$ cat src/sv/rtusf_pkg.sv
// Shared types, codes and the CRC-16 step for the RTU serial frame controller.
// No dependencies; every other file refers to this package by scoped names.
`timescale 1ns / 1ps

package rtusf_pkg;

    localparam int FRAME_BYTES = 256;
    localparam int CNT_W       = $clog2(FRAME_BYTES + 1);
    localparam int IDX_W       = 8;

    // line states
    localparam logic [2:0] ST_INIT = 3'd0;
    localparam logic [2:0] ST_IDLE = 3'd1;
    localparam logic [2:0] ST_RECV = 3'd2;
    localparam logic [2:0] ST_CTRL = 3'd3;
    localparam logic [2:0] ST_EMIT = 3'd4;

    // line events
    localparam logic [2:0] CMD_RCVD = 3'd0;
    localparam logic [2:0] CMD_SENT = 3'd1;
    localparam logic [2:0] CMD_ERR  = 3'd2;
    localparam logic [2:0] CMD_T15  = 3'd3;
    localparam logic [2:0] CMD_T35  = 3'd4;

    // UART error kinds
    localparam logic [1:0] ERR_PAR     = 2'd0;
    localparam logic [1:0] ERR_FRAMING = 2'd1;
    localparam logic [1:0] ERR_OVERRUN = 2'd2;

    // flag byte: parity at bit 4, frame_bad at bit 5, overrun at bit 6
    localparam logic [6:0] ERR_CLEAR_MASK = 7'h0f;

    localparam logic [15:0] CRC_INIT = 16'hFFFF;
    localparam logic [15:0] CRC_POLY = 16'hA001;

    localparam logic [CNT_W-1:0] MIN_FRAME = CNT_W'(3);

    typedef struct packed {
        logic [2:0] command;
        logic [7:0] data_byte;
        logic [1:0] error_kind;
    } t_item;

    typedef struct packed {
        logic             timer_restart;
        logic             store_valid;
        logic [IDX_W-1:0] store_index;
        logic             frame_ready;
        logic [CNT_W-1:0] frame_length;
        logic [7:0]       slave_address;
        logic             emission_done;
        logic             parity_seen;
        logic             overrun_seen;
        logic [2:0]       line_state;
    } t_result;

endpackage

$ cat src/sv/rtu_serial_frame_controller_core.sv
// RTU serial frame controller, top level: input register, line FSM, result register.
// Depends on rtusf_pkg and rtusf_line_fsm.
`timescale 1ns / 1ps

// Usage:
//   Input channel (i_in_valid / o_in_ready) carries one line event per beat:
//   byte received, byte sent, UART error, 1.5- or 3.5-character silence.
//   Output channel (o_out_valid / i_out_ready) carries exactly one result beat
//   per event: timer restart, frame store write, frame verdict, emission done,
//   error latches and the line state after the event.
//   Path: an accepted beat waits in the input register and is moved through the
//   line FSM into the result register once that register is empty or being
//   drained; the result is presented from the result register.
//   Throughput: one event per cycle while i_out_ready stays high; the CRC byte
//   update and the state decision are a single combinational step between the
//   input register and the result register.
//   Reset: the line state returns to init, counters and latches clear and the
//   CRC goes to 0xFFFF; both pipeline registers empty. The silence timer is
//   taken as started by reset.
//   Stall: while i_out_ready is low the result holds; one more event may sit
//   in the input register, after which o_in_ready drops.
module rtu_serial_frame_controller_core (
    input  logic       i_clk,
    input  logic       i_rst_n,
    input  logic       i_in_valid,
    output logic       o_in_ready,
    input  logic [2:0] i_command,
    input  logic [7:0] i_data_byte,
    input  logic [1:0] i_error_kind,
    output logic       o_out_valid,
    input  logic       i_out_ready,
    output logic       o_timer_restart,
    output logic       o_store_valid,
    output logic [7:0] o_store_index,
    output logic       o_frame_ready,
    output logic [8:0] o_frame_length,
    output logic [7:0] o_slave_address,
    output logic       o_emission_done,
    output logic       o_parity_seen,
    output logic       o_overrun_seen,
    output logic [2:0] o_line_state
);

    logic               r_in_valid;
    rtusf_pkg::t_item   r_item;
    logic               r_out_valid;
    rtusf_pkg::t_result r_result;
    rtusf_pkg::t_result fsm_result;
    logic               move;

    // advance when the result slot is empty or being drained this cycle
    assign move       = r_in_valid && (!r_out_valid || i_out_ready);
    assign o_in_ready = !r_in_valid || move;

    rtusf_line_fsm u_fsm (
        .i_clk    (i_clk),
        .i_rst_n  (i_rst_n),
        .i_fire   (move),
        .i_item   (r_item),
        .o_result (fsm_result)
    );

    always_ff @(posedge i_clk) begin
        if (!i_rst_n) begin
            r_in_valid  <= 1'b0;
            r_out_valid <= 1'b0;
        end else begin
            if (o_in_ready) begin
                r_in_valid <= i_in_valid;
            end
            if (move) begin
                r_out_valid <= 1'b1;
            end else if (i_out_ready) begin
                r_out_valid <= 1'b0;
            end
        end
    end

    always_ff @(posedge i_clk) begin
        if (o_in_ready && i_in_valid) begin
            r_item.command    <= i_command;
            r_item.data_byte  <= i_data_byte;
            r_item.error_kind <= i_error_kind;
        end
        if (move) begin
            r_result <= fsm_result;
        end
    end

    assign o_out_valid     = r_out_valid;
    assign o_timer_restart = r_result.timer_restart;
    assign o_store_valid   = r_result.store_valid;
    assign o_store_index   = r_result.store_index;
    assign o_frame_ready   = r_result.frame_ready;
    assign o_frame_length  = r_result.frame_length;
    assign o_slave_address = r_result.slave_address;
    assign o_emission_done = r_result.emission_done;
    assign o_parity_seen   = r_result.parity_seen;
    assign o_overrun_seen  = r_result.overrun_seen;
    assign o_line_state    = r_result.line_state;

endmodule

$ cat src/sv/rtusf_crc16.sv
// One-byte update of the reflected CRC-16 (polynomial 0xA001).
// Depends on rtusf_pkg for the polynomial.
`timescale 1ns / 1ps

module rtusf_crc16 (
    input  logic [15:0] i_crc,
    input  logic [7:0]  i_byte,
    output logic [15:0] o_crc
);

    always_comb begin
        logic [15:0] c;
        c = i_crc ^ {8'h00, i_byte};
        for (int i = 0; i < 8; i++) begin
            if (c[0]) begin
                c = (c >> 1) ^ rtusf_pkg::CRC_POLY;
            end else begin
                c = c >> 1;
            end
        end
        o_crc = c;
    end

endmodule

$ cat src/sv/rtusf_line_fsm.sv
// Line-state machine: state, byte count, CRC residue and error latches.
// Depends on rtusf_pkg and rtusf_crc16; updates state on each i_fire beat.
`timescale 1ns / 1ps

module rtusf_line_fsm (
    input  logic              i_clk,
    input  logic              i_rst_n,
    input  logic              i_fire,
    input  rtusf_pkg::t_item  i_item,
    output rtusf_pkg::t_result o_result
);

    localparam int CW = rtusf_pkg::CNT_W;

    logic [2:0]    r_state,    n_state;
    logic          r_bad,      n_bad;
    logic          r_parity,   n_parity;
    logic          r_overrun,  n_overrun;
    logic [CW-1:0] r_count,    n_count;
    logic          r_ovf,      n_ovf;
    logic [15:0]   r_crc,      n_crc;
    logic [7:0]    r_first,    n_first;

    logic [15:0] crc_base;
    logic [15:0] crc_next;
    logic [6:0]  clr_bits;
    logic        is_full;

    // a new frame restarts the CRC from its initial value
    assign crc_base = (r_state == rtusf_pkg::ST_IDLE) ? rtusf_pkg::CRC_INIT : r_crc;

    rtusf_crc16 u_crc (
        .i_crc  (crc_base),
        .i_byte (i_item.data_byte),
        .o_crc  (crc_next)
    );

    assign clr_bits = {r_overrun, r_bad, r_parity, 4'b0000} & rtusf_pkg::ERR_CLEAR_MASK;
    assign is_full  = (r_count >= CW'(rtusf_pkg::FRAME_BYTES));

    always_comb begin
        n_state   = r_state;
        n_bad     = r_bad;
        n_parity  = r_parity;
        n_overrun = r_overrun;
        n_count   = r_count;
        n_ovf     = r_ovf;
        n_crc     = r_crc;
        n_first   = r_first;
        o_result  = '0;

        unique case (r_state)
            rtusf_pkg::ST_INIT: begin
                if (i_item.command == rtusf_pkg::CMD_T35) begin
                    n_state = rtusf_pkg::ST_IDLE;
                end else if (i_item.command == rtusf_pkg::CMD_RCVD) begin
                    o_result.timer_restart = 1'b1;
                end else begin
                    n_parity  = clr_bits[4];
                    n_bad     = clr_bits[5];
                    n_overrun = clr_bits[6];
                end
            end
            rtusf_pkg::ST_IDLE: begin
                if (i_item.command == rtusf_pkg::CMD_RCVD) begin
                    n_parity  = clr_bits[4];
                    n_bad     = clr_bits[5];
                    n_overrun = clr_bits[6];
                    n_ovf     = 1'b0;
                    n_crc     = crc_next;
                    n_first   = i_item.data_byte;
                    n_count   = CW'(1);
                    n_state   = rtusf_pkg::ST_RECV;
                    o_result.store_valid   = 1'b1;
                    o_result.timer_restart = 1'b1;
                end else if (i_item.command == rtusf_pkg::CMD_SENT) begin
                    n_state = rtusf_pkg::ST_EMIT;
                    o_result.timer_restart = 1'b1;
                end else begin
                    n_parity  = clr_bits[4];
                    n_bad     = clr_bits[5];
                    n_overrun = clr_bits[6];
                end
            end
            rtusf_pkg::ST_RECV: begin
                if (i_item.command == rtusf_pkg::CMD_RCVD) begin
                    if (!is_full) begin
                        o_result.store_valid = 1'b1;
                        o_result.store_index = r_count[rtusf_pkg::IDX_W-1:0];
                        n_count = r_count + CW'(1);
                    end else begin
                        n_ovf = 1'b1;
                    end
                    n_crc = crc_next;
                    o_result.timer_restart = 1'b1;
                end else if (i_item.command == rtusf_pkg::CMD_T15) begin
                    n_state = rtusf_pkg::ST_CTRL;
                    if (!r_bad && !r_ovf &&
                        (r_count < rtusf_pkg::MIN_FRAME || r_crc != 16'h0000)) begin
                        n_bad = 1'b1;
                    end
                end else if (i_item.command == rtusf_pkg::CMD_ERR) begin
                    if (i_item.error_kind == rtusf_pkg::ERR_PAR)     n_parity  = 1'b1;
                    if (i_item.error_kind == rtusf_pkg::ERR_FRAMING) n_bad     = 1'b1;
                    if (i_item.error_kind == rtusf_pkg::ERR_OVERRUN) n_overrun = 1'b1;
                end
            end
            rtusf_pkg::ST_CTRL: begin
                if (i_item.command == rtusf_pkg::CMD_RCVD) begin
                    // late byte spoils the frame
                    n_bad = 1'b1;
                end else if (i_item.command == rtusf_pkg::CMD_T35) begin
                    n_state = rtusf_pkg::ST_IDLE;
                    if (!r_bad && !r_ovf && r_count >= rtusf_pkg::MIN_FRAME) begin
                        o_result.frame_ready   = 1'b1;
                        o_result.frame_length  = r_count;
                        o_result.slave_address = r_first;
                    end
                end else if (i_item.command == rtusf_pkg::CMD_ERR) begin
                    if (i_item.error_kind == rtusf_pkg::ERR_PAR)     n_parity  = 1'b1;
                    if (i_item.error_kind == rtusf_pkg::ERR_FRAMING) n_bad     = 1'b1;
                    if (i_item.error_kind == rtusf_pkg::ERR_OVERRUN) n_overrun = 1'b1;
                end
            end
            rtusf_pkg::ST_EMIT: begin
                if (i_item.command == rtusf_pkg::CMD_SENT) begin
                    o_result.timer_restart = 1'b1;
                end else if (i_item.command == rtusf_pkg::CMD_T35) begin
                    n_state = rtusf_pkg::ST_IDLE;
                    n_count = '0;
                    o_result.emission_done = 1'b1;
                end else if (i_item.command == rtusf_pkg::CMD_ERR) begin
                    if (i_item.error_kind == rtusf_pkg::ERR_PAR)     n_parity  = 1'b1;
                    if (i_item.error_kind == rtusf_pkg::ERR_FRAMING) n_bad     = 1'b1;
                    if (i_item.error_kind == rtusf_pkg::ERR_OVERRUN) n_overrun = 1'b1;
                end
            end
            default: begin
                n_state = rtusf_pkg::ST_INIT;
            end
        endcase

        o_result.parity_seen  = n_parity;
        o_result.overrun_seen = n_overrun;
        o_result.line_state   = n_state;
    end

    always_ff @(posedge i_clk) begin
        if (!i_rst_n) begin
            r_state   <= rtusf_pkg::ST_INIT;
            r_bad     <= 1'b0;
            r_parity  <= 1'b0;
            r_overrun <= 1'b0;
            r_count   <= '0;
            r_ovf     <= 1'b0;
            r_crc     <= rtusf_pkg::CRC_INIT;
            r_first   <= 8'h00;
        end else if (i_fire) begin
            r_state   <= n_state;
            r_bad     <= n_bad;
            r_parity  <= n_parity;
            r_overrun <= n_overrun;
            r_count   <= n_count;
            r_ovf     <= n_ovf;
            r_crc     <= n_crc;
            r_first   <= n_first;
        end
    end

endmodule

$ cat config.mk
export PLATFORM = sky130hd
export DESIGN_NAME = rtu_serial_frame_controller_core
export DESIGN_NICKNAME = d
export VERILOG_FILES = /design/src/sv/rtusf_pkg.sv /design/src/sv/rtu_serial_frame_controller_core.sv /design/src/sv/rtusf_crc16.sv /design/src/sv/rtusf_line_fsm.sv
export SDC_FILE = /design/constraint.sdc
export NUM_CORES = 1
export LEC_CHECK = 0
export BUFFER_PORTS_ARGS = -buffer_cell sky130_fd_sc_hd__buf_4
export CAP_MARGIN = 10
export CORE_MARGIN = 2
export CORE_UTILIZATION = 50
export CTS_BUF_LIST = sky130_fd_sc_hd__clkbuf_4 sky130_fd_sc_hd__clkbuf_8
export DETAILED_ROUTE_END_ITERATION = 7
export PLACE_DENSITY_LB_ADDON = 0.05
export SLEW_MARGIN = 25
export SYNTH_ARGS = -nofsm -noshare
export SYNTH_HDL_FRONTEND = slang
export SYNTH_HIERARCHICAL = 1
export SYNTH_SLANG_ARGS = --single-unit
$ cat constraint.sdc
create_clock -name i_clk -period 4.37 [get_ports i_clk]
set_clock_uncertainty 0.1 [all_clocks]
set_input_delay 0.6555 -clock i_clk [delete_from_list [all_inputs] [get_ports i_clk]]
set_output_delay 0.6555 -clock i_clk [all_outputs]
set_load 0.05 [all_outputs]
==> impl_metrics.yaml <==
cells_and_area:
  drive_above_1_share_pct: 23.8
  syn2layout_area_growth_pct: 15.2
  antenna_cells: 0
  layout.nets: 424
  fin_area_sq_mm: 0.00477
worst_setup_path:
  crit_path_start_kind: "flop"
  criticalPathCategory: "reg -> reg"
  required_ns: 4.52
  crit_family: "simple AND/OR/NAND/NOR gates"
  cp_cell_sequence: "nor2b_1 -> and2_1 -> or2_2 -> xor2_1 -> xnor2_1 -> xnor2_2 -> xnor3_1 -> mux2i_1 -> nand2_1"
  max_stage_delay_ns: 0.68
  arrival_ns: 3.42
  cp_max_fo: 21
  crit_path_end_kind: "flop"
  path_buf_inv: 0
  crit_slowest_cell: "dfxtp_1"
routing:
  routed_wl_um: 7600
  drt_pass1_iterations: 4
  drt_iter0_drc: 131
  avgViaCountPerCell: 5.33
  drc: 0
  vias: 2748
  ant_nets: 0
  routedWlPerCell_um: 14.7
global_route:
  grt_pass1_vias: 2479
  grt_max_degree: 36
  grt_usage_pct: 18.1
  use_met3_pct: 3.16
  met1_usage_pct: 25.4
  antenna_found_initial: 0
  grt_pass1_wl_um: 12300
  grt_use_met2_pct: 27.0
  overflow: 0
  grt.busiest_layer: "met2"
clocking:
  clkSinkCount: 89
  clkLatencyLatePin_ns: 0.36
  cts_resized: 0
  postCtsHoldBufs: 0
  clockBufferDepth: 2
  cts_root_buf: "clkbuf_8"
  htree_levels: 3
  numCtsBuffers: 9
  cts_tree: "built"
  post_cts_buffers: 0
  cts.clk_slew.worst_paths_ns: 0.09
synth:
  ys_warn_count: 6
  synth_cells: 367
  async_flop_share_pct: 0
  synth_ff_type: "edfxtp_1"
  avgSynthCellArea_sq_um: 11.3
  ys_seq_area_share_pct: 54.3
  synth_area_sq_mm: 0.00415
  synth_edf_count: 47
  ys_types: 58
  synth-seq-cells: 89
  syn-num-nets: 385
die:
  die_y_um: 95.1
  ios: 53
  coreArea_sq_mm: 0.00813
  fp.dieW_um: 95.1
  start_util_pct: 51.0
  die_area_sq_mm: 0.00903
  floorplan.rows: 33
min_path:
  hold_path.class: "in -> reg"
timing:
  rsz0062_at_grt: "no"
  max-slew-margin-rel_pct: 52.0
  setup_viol: 0
  post-route-min-period_ns: 3.27
  finalHoldViolCount: 0
  min_period_over_period_pct: 74.9
  report.final.slew_viol_count: 0
  max_freq_mhz: 306
  fin_tns_setup_ns: 0
  tightest_slew_ns: 0.715
place:
  gp_congestion: 0.860
  post_dp_cell_area_sq_mm: 0.00454
  dpl.hpwl_um: 5130
  portBuffers: 52
power:
  leakage_nw: 1.99
  irDropWorstVdd_mv: 0.191
  p_per_area_mw_per_mm2: 360
job:
  drv_cap: 0
run_status:
  status: "completed"
-- cell usage after synthesis (all sizes together), types with 4 or more instances --
cell / instances / share of area [%]
edfxtp: 47 / 34
dfxtp: 42 / 20
and2: 28 / 4.2
mux2i: 27 / 6.5
nand2: 21 / 1.9
a21oi: 18 / 2.2
or2: 17 / 2.6
xnor2: 17 / 4.1
nor2b: 16 / 2.6
buf: 13 / 2.4
clkbuf: 13 / 1.2
o21ai: 13 / 1.7
nor2: 11 / 1.0
inv: 7 / 0.63
xor2: 7 / 1.5
nand3: 6 / 0.85
nor4: 6 / 0.91
and3: 5 / 0.75
nor3: 5 / 0.60
or3: 5 / 0.75
o211a: 4 / 0.97
-- cell families (layout without fill, tap and decap cells) --
family,after synthesis,count (layout),share of synthesized area [%]
buffers and inverters,33,77,4.17
muxes,27,27,6.52
DFF,89,89,54.3
xor gates and xnor gates,25,25,6.16
and+or+nand+nor,138,138,19.9
AOI/OAI and AO/OA,54,54,8.60
adders and majority gates,1,1,0.302
-- sequential cells by signal, indices dropped and copies added (netlist names), 3 cells and up --
register / cells
r_item: 13
o_line_state: 3
u_fsm/r_state: 3
u_fsm/r_crc: 16
o_frame_length: 9
o_slave_address: 8
o_store_index: 8
u_fsm/r_first: 8
u_fsm/r_count: 9
-- report_power, final --
group	internal, W	total (W)	switching, W
Sequential	0.000901	0.000920	0.0000190
Clock	0.000327	0.000627	0.000300
Combinational	0.0000649	0.000169	0.000104
Total	0.00129	0.00172	0.000423
-- cells in the final DEF, fill, tap and decap left out, types with 4 or more instances in the layout --
| cell | n |
|---|---|
| a21oi_1 | 18 |
| nor2b_1 | 14 |
| or2_2 | 17 |
| mux2i_1 | 27 |
| o21ai_0 | 11 |
| xor2_1 | 7 |
| nand3_1 | 5 |
| nor2_1 | 11 |
| edfxtp_1 | 47 |
| buf_4 | 54 |
| clkbuf_8 | 9 |
| and2_1 | 28 |
| o211a_1 | 4 |
| nand2_1 | 21 |
| nor4_1 | 6 |
| and3_1 | 5 |
| nor3_1 | 5 |
| dfxtp_1 | 42 |
| xnor2_1 | 14 |
| inv_1 | 7 |
| or3_1 | 5 |
-- worst paths after layout --
kind,startpoint,endpoint,slack [ns],cells past startpoint
worst min-delay path,i_data_byte[0],r_item[2],0.36,1
worst max register to register,u_fsm/r_state[0],u_fsm/r_crc[0],1.10,9
worst min register to register,u_fsm/r_overrun,u_fsm/r_overrun,0.39,1
worst max-delay path,u_fsm/r_state[0],u_fsm/r_crc[0],1.10,9
-- routing by layer --
layer	up-vias	share of wire, %
li1	1371	-
met1	1286	46
met2	80	47
met3	11	5.5
met4	0	1.8
met5	-	0
-- stage by stage --
step | setup WS [ns] | utilization, % | instances | hold slack [ns] | total power (W)
floorplan | 0.731 | - | 367 | 0.354 | 0.00106
global placement | 1.27 | 55.9 | 500 | 0.367 | 0.00111
detailed placement | 1.17 | 55.9 | 500 | 0.375 | 0.00111
CTS | 1.19 | 58.6 | 516 | 0.344 | 0.00174
global route | 0.805 | 58.7 | 516 | 0.340 | 0.00179
finish | 1.10 | 58.7 | 516 | 0.364 | 0.00172
-- cell type report --
type | instances | area [sq um]
fill | 680 | 3360
sequential | 89 | 2250
multi-input combinational | 245 | 1740
timing repair buffer | 54 | 405
tap | 105 | 131
clock buffer | 9 | 124
clock inverter | 7 | 98.8
inverter | 7 | 26.3
No activity file was read; power rests on OpenSTA's default activity.
